`src/design/gpmix_pkg.sv`:
```
// ---------------------------------------------------------------------------
// gpmix_pkg
// Shared widths, codes and constants of the gamepad wheel velocity mixer.
// ---------------------------------------------------------------------------
`default_nettype none

package gpmix_pkg;

	// field widths
	localparam int BTN_W   = 8;
	localparam int RPM_W   = 12;
	localparam int WHEEL_W = 14;
	localparam int LED_W   = 4;
	localparam int AXIS_W  = 8;
	localparam int MAP_W   = 13;
	localparam int PROD_W  = BTN_W + RPM_W;
	localparam int CFG_IDX_W  = 2;
	localparam int CFG_DATA_W = 12;

	// full-scale value of an analog button or stick axis
	localparam int AXIS_FULL_SCALE = 255;

	// configuration register indexes
	localparam logic [CFG_IDX_W-1:0] REG_DEADBAND  = 2'd0;
	localparam logic [CFG_IDX_W-1:0] REG_STICK_MAX = 2'd1;
	localparam logic [CFG_IDX_W-1:0] REG_BTN_MAX   = 2'd2;
	localparam logic [CFG_IDX_W-1:0] REG_BTN_THR   = 2'd3;

	// register reset values
	localparam int RST_DEADBAND  = 50;
	localparam int RST_STICK_MAX = 1500;
	localparam int RST_BTN_MAX   = 1000;
	localparam int RST_BTN_THR   = 0;

	// stick slope = stick_max / (128 - deadband/2)
	localparam int DEADZONE_BASE = 128;
	localparam int SLOPE_RST = RST_STICK_MAX / (DEADZONE_BASE - RST_DEADBAND / 2);

	// LED patterns, low active
	localparam logic [LED_W-1:0] LED_FWD  = 4'b0111;
	localparam logic [LED_W-1:0] LED_BWD  = 4'b1011;
	localparam logic [LED_W-1:0] LED_RGT  = 4'b1101;
	localparam logic [LED_W-1:0] LED_LFT  = 4'b1110;
	localparam logic [LED_W-1:0] LED_IDLE = 4'b1111;

	// drive mode picked for one sample
	typedef enum logic [2:0] {
		MODE_OFF,
		MODE_UP,
		MODE_DOWN,
		MODE_RIGHT,
		MODE_LEFT,
		MODE_R2,
		MODE_L2,
		MODE_STICK
	} mode_t;

endpackage

`default_nettype wire

```
`src/design/gpmix_if.sv`:
```
// ---------------------------------------------------------------------------
// gpmix_if
// Valid/ready channels: gamepad sample in, wheel command out.
// ---------------------------------------------------------------------------
`default_nettype none

interface gpmix_pad_if;
	logic                         valid;
	logic                         ready;
	logic                         connected;
	logic [gpmix_pkg::BTN_W-1:0]  btn_up;
	logic [gpmix_pkg::BTN_W-1:0]  btn_down;
	logic [gpmix_pkg::BTN_W-1:0]  btn_right;
	logic [gpmix_pkg::BTN_W-1:0]  btn_left;
	logic [gpmix_pkg::BTN_W-1:0]  btn_r2;
	logic [gpmix_pkg::BTN_W-1:0]  btn_l2;
	logic [gpmix_pkg::AXIS_W-1:0] stick_x;
	logic [gpmix_pkg::AXIS_W-1:0] stick_y;

	modport source (
		output valid, connected, btn_up, btn_down, btn_right, btn_left,
		       btn_r2, btn_l2, stick_x, stick_y,
		input  ready
	);
	modport sink (
		input  valid, connected, btn_up, btn_down, btn_right, btn_left,
		       btn_r2, btn_l2, stick_x, stick_y,
		output ready
	);
endinterface

interface gpmix_whl_if;
	logic                                valid;
	logic                                ready;
	logic signed [gpmix_pkg::WHEEL_W-1:0] wheel1_rpm;
	logic signed [gpmix_pkg::WHEEL_W-1:0] wheel2_rpm;
	logic signed [gpmix_pkg::WHEEL_W-1:0] wheel3_rpm;
	logic signed [gpmix_pkg::WHEEL_W-1:0] wheel4_rpm;
	logic [gpmix_pkg::LED_W-1:0]          led_pattern;

	modport source (
		output valid, wheel1_rpm, wheel2_rpm, wheel3_rpm, wheel4_rpm, led_pattern,
		input  ready
	);
	modport sink (
		input  valid, wheel1_rpm, wheel2_rpm, wheel3_rpm, wheel4_rpm, led_pattern,
		output ready
	);
endinterface

`default_nettype wire

```
`src/design/gpmix_slope_div.sv`:
```
// ---------------------------------------------------------------------------
// gpmix_slope_div
// Restoring divider, one quotient bit per cycle, for the stick map slope.
// ---------------------------------------------------------------------------
`default_nettype none

module gpmix_slope_div (
	input  wire logic                          clk,
	input  wire logic                          arst_n,
	input  wire logic                          start,
	input  wire logic [gpmix_pkg::RPM_W-1:0]   dividend,
	input  wire logic [gpmix_pkg::AXIS_W-1:0]  divisor,
	output logic                               busy,
	output logic [gpmix_pkg::RPM_W-1:0]        quotient
);

	localparam int STEPS = gpmix_pkg::RPM_W;
	localparam int CNT_W = $clog2(STEPS + 1);
	localparam int REM_W = gpmix_pkg::AXIS_W;

	logic                           start_q;
	logic [CNT_W-1:0]               cnt_q;
	logic [REM_W-1:0]               rem_q;
	logic [gpmix_pkg::RPM_W-1:0]    work_q;
	logic [gpmix_pkg::RPM_W-1:0]    quo_q;

	logic [REM_W:0]                 shifted;
	logic [REM_W+1:0]               diff;
	logic                           qbit;
	logic [REM_W-1:0]               rem_nxt;
	logic [gpmix_pkg::RPM_W-1:0]    work_nxt;

	// one trial subtraction
	always_comb begin
		shifted  = {rem_q, work_q[gpmix_pkg::RPM_W-1]};
		diff     = {1'b0, shifted} - {2'b00, divisor};
		qbit     = ~diff[REM_W+1];
		rem_nxt  = qbit ? diff[REM_W-1:0] : shifted[REM_W-1:0];
		work_nxt = {work_q[gpmix_pkg::RPM_W-2:0], qbit};
	end

	// control and result
	always_ff @(posedge clk or negedge arst_n) begin
		if (!arst_n) begin
			start_q <= 1'b0;
			cnt_q   <= '0;
			quo_q   <= gpmix_pkg::RPM_W'(gpmix_pkg::SLOPE_RST);
		end else begin
			start_q <= start;
			if (start_q) begin
				cnt_q <= CNT_W'(STEPS);
			end else if (cnt_q != '0) begin
				cnt_q <= cnt_q - 1'b1;
				if (cnt_q == CNT_W'(1)) begin
					quo_q <= work_nxt;
				end
			end
		end
	end

	// datapath
	always_ff @(posedge clk) begin
		if (start_q) begin
			rem_q  <= '0;
			work_q <= dividend;
		end else if (cnt_q != '0) begin
			rem_q  <= rem_nxt;
			work_q <= work_nxt;
		end
	end

	assign busy     = start | start_q | (cnt_q != '0);
	assign quotient = quo_q;

endmodule

`default_nettype wire

```
`src/design/gamepad_to_four_wheel_velocity_mixer.sv`:
```
// An accepted pad beat moves through stage registers 1 to 3 into the output register.
// One beat per cycle while wheels.ready is high and no slope recompute runs; stages
// stall independently and empty stages fill. A deadband or stick max write drops
// pad.ready while the stick slope is recomputed: write, operand load, divider steps.
// Reset (arst_n low, async): pipeline empty, registers at 50 / 1500 / 1000 / 0.
// ---------------------------------------------------------------------------
// gamepad_to_four_wheel_velocity_mixer
// Four-stage pipeline: button priority and stick dead band, products,
// scaling and stick map, wheel sign mixing into the output register.
// ---------------------------------------------------------------------------
`default_nettype none

module gamepad_to_four_wheel_velocity_mixer (
	input  wire logic                                 clk,
	input  wire logic                                 arst_n,
	gpmix_pad_if.sink                                 pad,
	gpmix_whl_if.source                               wheels,
	input  wire logic                                 cfg_we,
	input  wire logic [gpmix_pkg::CFG_IDX_W-1:0]      cfg_index,
	input  wire logic [gpmix_pkg::CFG_DATA_W-1:0]     cfg_data
);

	localparam int BW = gpmix_pkg::BTN_W;
	localparam int AW = gpmix_pkg::AXIS_W;
	localparam int RW = gpmix_pkg::RPM_W;
	localparam int PW = gpmix_pkg::PROD_W;
	localparam int MW = gpmix_pkg::MAP_W;
	localparam int WW = gpmix_pkg::WHEEL_W;
	localparam int LW = gpmix_pkg::LED_W;

	// configuration registers
	logic [AW-1:0] deadband_q;
	logic [RW-1:0] stick_max_q;
	logic [RW-1:0] btn_max_q;
	logic [BW-1:0] btn_thr_q;

	always_ff @(posedge clk or negedge arst_n) begin
		if (!arst_n) begin
			deadband_q  <= AW'(gpmix_pkg::RST_DEADBAND);
			stick_max_q <= RW'(gpmix_pkg::RST_STICK_MAX);
			btn_max_q   <= RW'(gpmix_pkg::RST_BTN_MAX);
			btn_thr_q   <= BW'(gpmix_pkg::RST_BTN_THR);
		end else if (cfg_we) begin
			unique case (cfg_index)
				gpmix_pkg::REG_DEADBAND:  deadband_q  <= cfg_data[AW-1:0];
				gpmix_pkg::REG_STICK_MAX: stick_max_q <= cfg_data[RW-1:0];
				gpmix_pkg::REG_BTN_MAX:   btn_max_q   <= cfg_data[RW-1:0];
				gpmix_pkg::REG_BTN_THR:   btn_thr_q   <= cfg_data[BW-1:0];
			endcase
		end
	end

	// stick slope, recomputed after a write to either input
	logic [AW-1:0] half_db;
	logic [AW-1:0] slope_divisor;
	logic [AW-1:0] dz_hi;
	logic          slope_start;
	logic          slope_busy;
	logic [RW-1:0] slope;

	assign half_db       = {1'b0, deadband_q[AW-1:1]};
	assign slope_divisor = AW'(gpmix_pkg::DEADZONE_BASE) - half_db;
	assign dz_hi         = AW'(127) + half_db;
	assign slope_start   = cfg_we && (cfg_index == gpmix_pkg::REG_DEADBAND ||
	                                  cfg_index == gpmix_pkg::REG_STICK_MAX);

	gpmix_slope_div u_slope_div (
		.clk      (clk),
		.arst_n   (arst_n),
		.start    (slope_start),
		.dividend (stick_max_q),
		.divisor  (slope_divisor),
		.busy     (slope_busy),
		.quotient (slope)
	);

	// stage advance: a stage moves when empty or when its successor moves
	logic v_s1, v_s2, v_s3, v_s4;
	logic en1, en2, en3, en4;

	assign en4 = ~v_s4 | wheels.ready;
	assign en3 = ~v_s3 | en4;
	assign en2 = ~v_s2 | en3;
	assign en1 = ~v_s1 | en2;
	assign pad.ready = en1 & ~slope_busy;

	always_ff @(posedge clk or negedge arst_n) begin
		if (!arst_n) begin
			v_s1 <= 1'b0;
			v_s2 <= 1'b0;
			v_s3 <= 1'b0;
			v_s4 <= 1'b0;
		end else begin
			if (en1) v_s1 <= pad.valid & pad.ready;
			if (en2) v_s2 <= v_s1;
			if (en3) v_s3 <= v_s2;
			if (en4) v_s4 <= v_s3;
		end
	end

	// stage 1: button priority, stick dead band regions
	gpmix_pkg::mode_t mode_c;
	logic [BW-1:0]    btn_c;
	logic             x_lt_c, x_gt_c, y_lt_c, y_gt_c;

	always_comb begin
		btn_c = pad.btn_up;
		priority if (!pad.connected) begin
			mode_c = gpmix_pkg::MODE_OFF;
		end else if (pad.btn_up > btn_thr_q) begin
			mode_c = gpmix_pkg::MODE_UP;
		end else if (pad.btn_down > btn_thr_q) begin
			mode_c = gpmix_pkg::MODE_DOWN;
			btn_c  = pad.btn_down;
		end else if (pad.btn_right > btn_thr_q) begin
			mode_c = gpmix_pkg::MODE_RIGHT;
			btn_c  = pad.btn_right;
		end else if (pad.btn_left > btn_thr_q) begin
			mode_c = gpmix_pkg::MODE_LEFT;
			btn_c  = pad.btn_left;
		end else if (pad.btn_r2 > btn_thr_q) begin
			mode_c = gpmix_pkg::MODE_R2;
			btn_c  = pad.btn_r2;
		end else if (pad.btn_l2 > btn_thr_q) begin
			mode_c = gpmix_pkg::MODE_L2;
			btn_c  = pad.btn_l2;
		end else begin
			mode_c = gpmix_pkg::MODE_STICK;
		end
		// v < 126 - d/2  <=>  v + d/2 < 126
		x_lt_c = ({1'b0, pad.stick_x} + {1'b0, half_db}) < (AW+1)'(126);
		y_lt_c = ({1'b0, pad.stick_y} + {1'b0, half_db}) < (AW+1)'(126);
		x_gt_c = pad.stick_x > dz_hi;
		y_gt_c = pad.stick_y > dz_hi;
	end

	gpmix_pkg::mode_t mode_s1;
	logic [BW-1:0]    btn_s1;
	logic [AW-1:0]    xop_s1, yop_s1;
	logic             x_lt_s1, x_gt_s1, y_lt_s1, y_gt_s1;

	// multiplier operand is v below the dead zone and 255 - v above it
	always_ff @(posedge clk) begin
		if (en1) begin
			mode_s1 <= mode_c;
			btn_s1  <= btn_c;
			xop_s1  <= x_lt_c ? pad.stick_x : ~pad.stick_x;
			yop_s1  <= y_lt_c ? pad.stick_y : ~pad.stick_y;
			x_lt_s1 <= x_lt_c;
			x_gt_s1 <= x_gt_c;
			y_lt_s1 <= y_lt_c;
			y_gt_s1 <= y_gt_c;
		end
	end

	// stage 2: button and stick products
	gpmix_pkg::mode_t mode_s2;
	logic [PW-1:0]    bprod_s2, xprod_s2, yprod_s2;
	logic             x_lt_s2, x_gt_s2, y_lt_s2, y_gt_s2;

	always_ff @(posedge clk) begin
		if (en2) begin
			mode_s2  <= mode_s1;
			bprod_s2 <= PW'(btn_s1) * PW'(btn_max_q);
			xprod_s2 <= PW'(slope) * PW'(xop_s1);
			yprod_s2 <= PW'(slope) * PW'(yop_s1);
			x_lt_s2  <= x_lt_s1;
			x_gt_s2  <= x_gt_s1;
			y_lt_s2  <= y_lt_s1;
			y_gt_s2  <= y_gt_s1;
		end
	end

	// stage 3: divide by 255 and finish the stick map
	// p = 256a + b, so p/255 = a + (a + b)/255; fold once more and correct by one
	logic [RW-1:0]   div_a;
	logic [RW:0]     div_ab;
	logic [AW:0]     div_ce;
	logic [RW:0]     div_q;
	logic signed [PW:0] x_lo, x_hi, y_lo, y_hi;
	logic signed [MW-1:0] fx_c, fy_c;

	always_comb begin
		div_a  = bprod_s2[PW-1:AW];
		div_ab = {1'b0, div_a} + (RW+1)'(bprod_s2[AW-1:0]);
		div_ce = (AW+1)'(div_ab[RW:AW]) + (AW+1)'(div_ab[AW-1:0]);
		div_q  = (RW+1)'(div_a) + (RW+1)'(div_ab[RW:AW]) +
		         (RW+1)'(div_ce >= (AW+1)'(gpmix_pkg::AXIS_FULL_SCALE));

		x_lo = $signed({1'b0, xprod_s2}) - $signed((PW+1)'(stick_max_q));
		x_hi = $signed((PW+1)'(stick_max_q)) - $signed({1'b0, xprod_s2});
		y_lo = $signed({1'b0, yprod_s2}) - $signed((PW+1)'(stick_max_q));
		y_hi = $signed((PW+1)'(stick_max_q)) - $signed({1'b0, yprod_s2});

		if (x_lt_s2)      fx_c = x_lo[MW-1:0];
		else if (x_gt_s2) fx_c = x_hi[MW-1:0];
		else              fx_c = '0;
		if (y_lt_s2)      fy_c = y_lo[MW-1:0];
		else if (y_gt_s2) fy_c = y_hi[MW-1:0];
		else              fy_c = '0;
	end

	gpmix_pkg::mode_t     mode_s3;
	logic [RW-1:0]        rpm_s3;
	logic signed [MW-1:0] fx_s3, fy_s3;

	always_ff @(posedge clk) begin
		if (en3) begin
			mode_s3 <= mode_s2;
			rpm_s3  <= div_q[RW-1:0];
			fx_s3   <= fx_c;
			fy_s3   <= fy_c;
		end
	end

	// stage 4: wheel signs and LED pattern
	// stick: l = fx - fy, r = -(fx + fy); wheels -r, -r, l, l
	logic signed [WW-1:0] pos_c, neg_c, sum_c, dif_c;
	logic signed [WW-1:0] w1_c, w2_c, w3_c, w4_c;
	logic [LW-1:0]        led_c;

	always_comb begin
		pos_c = $signed(WW'(rpm_s3));
		neg_c = -pos_c;
		sum_c = WW'(fx_s3) + WW'(fy_s3);
		dif_c = WW'(fx_s3) - WW'(fy_s3);
		unique case (mode_s3)
			gpmix_pkg::MODE_OFF: begin
				w1_c = '0; w2_c = '0; w3_c = '0; w4_c = '0;
				led_c = gpmix_pkg::LED_IDLE;
			end
			gpmix_pkg::MODE_UP: begin
				w1_c = neg_c; w2_c = neg_c; w3_c = pos_c; w4_c = pos_c;
				led_c = gpmix_pkg::LED_FWD;
			end
			gpmix_pkg::MODE_DOWN: begin
				w1_c = pos_c; w2_c = pos_c; w3_c = neg_c; w4_c = neg_c;
				led_c = gpmix_pkg::LED_BWD;
			end
			gpmix_pkg::MODE_RIGHT: begin
				w1_c = pos_c; w2_c = neg_c; w3_c = neg_c; w4_c = pos_c;
				led_c = gpmix_pkg::LED_RGT;
			end
			gpmix_pkg::MODE_LEFT: begin
				w1_c = neg_c; w2_c = pos_c; w3_c = pos_c; w4_c = neg_c;
				led_c = gpmix_pkg::LED_LFT;
			end
			gpmix_pkg::MODE_R2: begin
				w1_c = pos_c; w2_c = pos_c; w3_c = pos_c; w4_c = pos_c;
				led_c = gpmix_pkg::LED_IDLE;
			end
			gpmix_pkg::MODE_L2: begin
				w1_c = neg_c; w2_c = neg_c; w3_c = neg_c; w4_c = neg_c;
				led_c = gpmix_pkg::LED_IDLE;
			end
			gpmix_pkg::MODE_STICK: begin
				w1_c = sum_c; w2_c = sum_c; w3_c = dif_c; w4_c = dif_c;
				if (dif_c > 0 && sum_c < 0)      led_c = gpmix_pkg::LED_FWD;
				else if (dif_c < 0 && sum_c > 0) led_c = gpmix_pkg::LED_BWD;
				else                             led_c = gpmix_pkg::LED_IDLE;
			end
		endcase
	end

	logic signed [WW-1:0] w1_s4, w2_s4, w3_s4, w4_s4;
	logic [LW-1:0]        led_s4;

	always_ff @(posedge clk) begin
		if (en4) begin
			w1_s4  <= w1_c;
			w2_s4  <= w2_c;
			w3_s4  <= w3_c;
			w4_s4  <= w4_c;
			led_s4 <= led_c;
		end
	end

	// output beat
	assign wheels.valid       = v_s4;
	assign wheels.wheel1_rpm  = w1_s4;
	assign wheels.wheel2_rpm  = w2_s4;
	assign wheels.wheel3_rpm  = w3_s4;
	assign wheels.wheel4_rpm  = w4_s4;
	assign wheels.led_pattern = led_s4;

	// checks
	a_busy_blocks: assert property (@(posedge clk) disable iff (!arst_n)
		slope_busy |-> !pad.ready)
		else $error("pad beat accepted while stick slope is recomputed");

	a_write_starts_div: assert property (@(posedge clk) disable iff (!arst_n)
		slope_start |=> slope_busy)
		else $error("slope divider did not start after a register write");

	a_busy_cause: assert property (@(posedge clk) disable iff (!arst_n)
		$rose(slope_busy) |-> cfg_we)
		else $error("slope divider started without a register write");

	a_accept_enters: assert property (@(posedge clk) disable iff (!arst_n)
		(pad.valid && pad.ready) |=> v_s1)
		else $error("accepted pad beat did not enter stage 1");

	a_fill_output: assert property (@(posedge clk) disable iff (!arst_n)
		(v_s3 && !v_s4) |=> v_s4)
		else $error("stage 3 beat did not move into the empty output register");

endmodule

`default_nettype wire
```
`src/flat_wrapper.sv`:
```
// flat-port wrapper written by rule: the top's interface ports become plain ports
module gamepad_to_four_wheel_velocity_mixer_flat 
  (clk, arst_n, cfg_we, cfg_index, cfg_data, pad_valid, pad_connected, pad_btn_up, pad_btn_down, pad_btn_right, pad_btn_left, pad_btn_r2, pad_btn_l2, pad_stick_x, pad_stick_y, pad_ready, wheels_valid, wheels_wheel1_rpm, wheels_wheel2_rpm, wheels_wheel3_rpm, wheels_wheel4_rpm, wheels_led_pattern, wheels_ready);
  gpmix_pad_if pad_i ();
  gpmix_whl_if wheels_i ();
  input  wire logic clk;
  input  wire logic arst_n;
  input  wire logic cfg_we;
  input  wire logic [gpmix_pkg::CFG_IDX_W-1:0] cfg_index;
  input  wire logic [gpmix_pkg::CFG_DATA_W-1:0] cfg_data;
  input wire logic [$bits(pad_i.valid)-1:0] pad_valid;
  input wire logic [$bits(pad_i.connected)-1:0] pad_connected;
  input wire logic [$bits(pad_i.btn_up)-1:0] pad_btn_up;
  input wire logic [$bits(pad_i.btn_down)-1:0] pad_btn_down;
  input wire logic [$bits(pad_i.btn_right)-1:0] pad_btn_right;
  input wire logic [$bits(pad_i.btn_left)-1:0] pad_btn_left;
  input wire logic [$bits(pad_i.btn_r2)-1:0] pad_btn_r2;
  input wire logic [$bits(pad_i.btn_l2)-1:0] pad_btn_l2;
  input wire logic [$bits(pad_i.stick_x)-1:0] pad_stick_x;
  input wire logic [$bits(pad_i.stick_y)-1:0] pad_stick_y;
  output wire logic [$bits(pad_i.ready)-1:0] pad_ready;
  output wire logic [$bits(wheels_i.valid)-1:0] wheels_valid;
  output wire logic [$bits(wheels_i.wheel1_rpm)-1:0] wheels_wheel1_rpm;
  output wire logic [$bits(wheels_i.wheel2_rpm)-1:0] wheels_wheel2_rpm;
  output wire logic [$bits(wheels_i.wheel3_rpm)-1:0] wheels_wheel3_rpm;
  output wire logic [$bits(wheels_i.wheel4_rpm)-1:0] wheels_wheel4_rpm;
  output wire logic [$bits(wheels_i.led_pattern)-1:0] wheels_led_pattern;
  input wire logic [$bits(wheels_i.ready)-1:0] wheels_ready;
  assign pad_i.valid = pad_valid;
  assign pad_i.connected = pad_connected;
  assign pad_i.btn_up = pad_btn_up;
  assign pad_i.btn_down = pad_btn_down;
  assign pad_i.btn_right = pad_btn_right;
  assign pad_i.btn_left = pad_btn_left;
  assign pad_i.btn_r2 = pad_btn_r2;
  assign pad_i.btn_l2 = pad_btn_l2;
  assign pad_i.stick_x = pad_stick_x;
  assign pad_i.stick_y = pad_stick_y;
  assign pad_ready = pad_i.ready;
  assign wheels_valid = wheels_i.valid;
  assign wheels_wheel1_rpm = wheels_i.wheel1_rpm;
  assign wheels_wheel2_rpm = wheels_i.wheel2_rpm;
  assign wheels_wheel3_rpm = wheels_i.wheel3_rpm;
  assign wheels_wheel4_rpm = wheels_i.wheel4_rpm;
  assign wheels_led_pattern = wheels_i.led_pattern;
  assign wheels_i.ready = wheels_ready;
  gamepad_to_four_wheel_velocity_mixer u_core (.clk(clk), .arst_n(arst_n), .pad(pad_i), .wheels(wheels_i), .cfg_we(cfg_we), .cfg_index(cfg_index), .cfg_data(cfg_data));
endmodule
```
`config.mk`:
```
export PLATFORM = sky130hd
export DESIGN_NAME = gamepad_to_four_wheel_velocity_mixer_flat
export DESIGN_NICKNAME = d
export VERILOG_FILES = /design/src/design/gpmix_pkg.sv /design/src/design/gpmix_if.sv /design/src/design/gpmix_slope_div.sv /design/src/design/gamepad_to_four_wheel_velocity_mixer.sv /design/src/flat_wrapper.sv
export SDC_FILE = /design/constraint.sdc
export NUM_CORES = 1
export LEC_CHECK = 0
export BUFFER_PORTS_ARGS = -buffer_cell sky130_fd_sc_hd__clkbuf_2
export CORE_MARGIN = 2
export CORE_UTILIZATION = 40
export CTS_BUF_LIST = sky130_fd_sc_hd__clkbuf_8
export DETAILED_ROUTE_END_ITERATION = 10
export PLACE_DENSITY = 0.57
export SETUP_SLACK_MARGIN = 0.15
export SLEW_MARGIN = 10
export SYNTH_ARGS = -nofsm -noshare
export SYNTH_HDL_FRONTEND = slang
export SYNTH_HIERARCHICAL = 1
export SYNTH_SLANG_ARGS = --single-unit
```
`constraint.sdc`:
```
create_clock -name clk -period 10.8 [get_ports clk]
set_input_delay 0.54 -clock clk [delete_from_list [all_inputs] [get_ports clk]]
set_output_delay 0.54 -clock clk [all_outputs]
set_load 0.02 [all_outputs]
```
==> flow_summary.ini <==
[status]
outcome = finished clean

[yosys]
synth-compound-area-share_pct = 15.6
synthesis.nets = 3201
ys_async_sr_fraction_pct = 22.6
synth_xor_area_share_pct = 4.64
synthCells = 2699
synth-simple-area-share_pct = 14.5
synthTopCellsByCount = 330 x inv_1, 263 x ha_1, 227 x nand2_1, 202 x a21oi_1, 197 x edfxtp_1
synth_edf_count = 197
synth.area.top_cells = edfxtp_1 23%, ha_1 13%, fa_1 12%
yosysTopAreaCell = edfxtp_1
synth_fa_ha_area_share_pct = 25.4
synth_ff_type = edfxtp_1
syn_area_per_cell_um2 = 9.45
yosysWarnings = 6
netlist_area_um2 = 25500
synth_cell_type_count = 88
synth_top_family_by_area = adder cells
synth_top_area_share_pct = 23.2
ys_ff_latch = 265
yosysMostFrequentCell = inv_1
synthMuxAreaShare_pct = 3.47
ys_seq_area_share_pct = 29.8

[detailed_routing]
routed_wl_mm = 65.2
ant_nets = 0
dr.pass1.iters = 6
drc = 0
num_vias = 19800
wl_per_cell_um = 17.7
drt_iter0_markers = 1285
vias_per_cell = 5.38

[placed_design]
dp_hpwl_mm = 50.9
portBuffers = 145
dp.cells = 3585
gp_congestion = 0.909

[clocking]
h-tree-depth = 2
insertion_delay_ps = 640
ctsHoldBuffers = 0
postCtsSetupRepairBufs = 0
cts_made_buffers = 51
tritoncts = yes
clock_path_buffers = 3
clk_pin_slew_ps = 70
cts_sinks = 265
cts-root-buf = clkbuf_8
cts_resized = 0

[worst_setup_path]
cp-start-kind = flip-flop
reg2reg_from = u_core/bprod_s2[8]$_DFFE_PP_
crit_start = u_core/bprod_s2[8]$_DFFE_PP_
crit_fanout = 5
critical_path_arrival_ps = 5920
cp-end-kind = flip-flop
path_class = reg -> reg
crit_required_ps = 11170

[sta]
rsz0062_at_grt = false
fin_tns_setup_ps = 0
finalCriticalPeriod_ps = 5540
setup-violations-final = 0
max_freq_ghz = 0.180
slew_headroom_pct = 21.5
hold-worst-slack_ps = 89.5
tightest_slew_ps = 1170
hold_viol_final = 0
fin_skew_ps = 37.1
post-route-period-util_pct = 51.3
final-max-slew-violation-count = 0

[floorplanning]
die_y_um = 257
fp.coreArea_um2 = 63100
pin_count = 146
rows = 92
start_util_pct = 40.4
dieArea_um2 = 65800
die_w_um = 257

[grt]
grt-ovfl-total = 0
grt_first_pass_wirelength_mm = 106
grt_max_degree = 76
track_usage_pct = 19.6
antenna_found_initial = 2
grt_pass1_vias = 20000

[final_layout]
drive_gt1_share_pct = 11.9
final-instance-count-excl-fill = 3679
syn2layout_area_growth_pct = 9.89
post-route-util_pct = 44.4
fin_nets = 3294

[hold_path]
hold_path_class = in -> async

[job]
cap_violations = 0
-- cell usage in the layout, fill, tap and decap left out, types with 15 or more instances in the layout --
cell	instances
mux2i_1	18
clkbuf_8	53
o21ai_0	108
or3_1	18
o21bai_1	15
nand3_1	37
nand2_1	226
xnor2_1	91
a211oi_1	15
xor2_1	44
inv_1	348
o22ai_1	46
o211ai_1	15
mux2_2	52
a21oi_1	202
and2_1	147
and3_1	17
a221oi_1	27
dfstp_2	19
ha_1	263
fa_1	155
nor3_1	30
a21o_1	42
nor2b_1	32
nand4_1	19
dfrtp_1	41
nand2b_1	28
edfxtp_1	197
nor2_1	126
o21a_1	24
a31oi_1	20
clkbuf_2	144
-- kinds of logic after synthesis --
group                    after synthesis
XOR/XNOR                             135
multiplexers                          78
flip-flops                           265
AO/OA/AOI/OAI                        623
buffers and inverters                444
adder cells (fa/ha/maj)              426
AND/OR/NAND/NOR                      728
-- stage by stage --
stage | cell area, um^2 | setup WS (ps)
2_1_floorplan | 25500 | 5820
3_3_place_gp | 26900 | 5400
3_5_place_dp | 26900 | 5260
4_1_cts | 28000 | 5260
5_1_grt | 28000 | 4750
6_report | 28000 | 5260
-- routing by layer --
layer | part of all wire (%) | up-vias | wire [um] | global-route usage [%]
met1 | 45 | 9575 | 29600 | 25.9
met2 | 48 | 518 | 31100 | 33.4
li1 | - | 9584 | - | -
met5 | 0 | - | 0 | 0
met4 | 2.8 | 0 | 1850 | 6.23
met3 | 4.1 | 119 | 2690 | 2.45
-- worst paths after layout --
path / endpoint / slack [ps] / cells after the start
worst min register to register: u_core/x_lt_s2$_DFFE_PP_ / 430 / 0
worst min-delay path: u_core/u_slope_div/quotient[7]$_DFFE_PN0P_ / 90 / 2
worst max register to register: u_core/rpm_s3[9]$_DFFE_PP_ / 5260 / 23
max in group asynchronous: u_core/wheels.valid$_DFFE_PN0P_ / 10200 / 2
worst max-delay path: u_core/rpm_s3[9]$_DFFE_PP_ / 5260 / 23
min in group clk: u_core/u_slope_div/start_q$_DFF_PN0_ / 150 / 2
-- critical path, stage by stage, from the launching register on --
cell and delay, ps:
edfxtp_1 350, ha_1 200, inv_1 60, fa_1 390
nor2b_1 110, o21ai_0 110, a21boi_0 250, o21ai_0 140
a21boi_0 240, o21ai_0 140, nand2_1 170, xor2_1 100
ha_1 270, ha_1 250, nor3_1 190, a221oi_1 80
a311o_1 390, a41oi_1 210, o211ai_1 130, fa_1 400
maj3_1 380, o21ai_0 390, nand3_1 160, xnor2_1 150
-- cell type report --
| type | instances | area, um^2 |
|---|---|---|
| repair buffers | 151 | 771 |
| well taps | 846 | 1060 |
| clock buffers | 53 | 729 |
| diodes | 1 | 2.50 |
| fillers | 6170 | 35000 |
| inverters | 333 | 1250 |
| clock inverters | 40 | 392 |
| multi-input cells | 1990 | 16200 |
| flip-flops and latches | 265 | 7600 |
-- registers in the layout, indices dropped and copies added (netlist names), 13 cells and up --
name	flops
u_core/bprod_s2	20
u_core/wheels.wheel1_rpm	14
u_core/wheels.wheel2_rpm	14
u_core/wheels.wheel3_rpm	14
u_core/wheels.wheel4_rpm	14
u_core/fx_s3	13
u_core/fy_s3	13
u_core/xprod_s2	13
u_core/yprod_s2	13
Power is not shown: default switching activity piles up to over one toggle a cycle in this logic, so the estimate is an artifact.
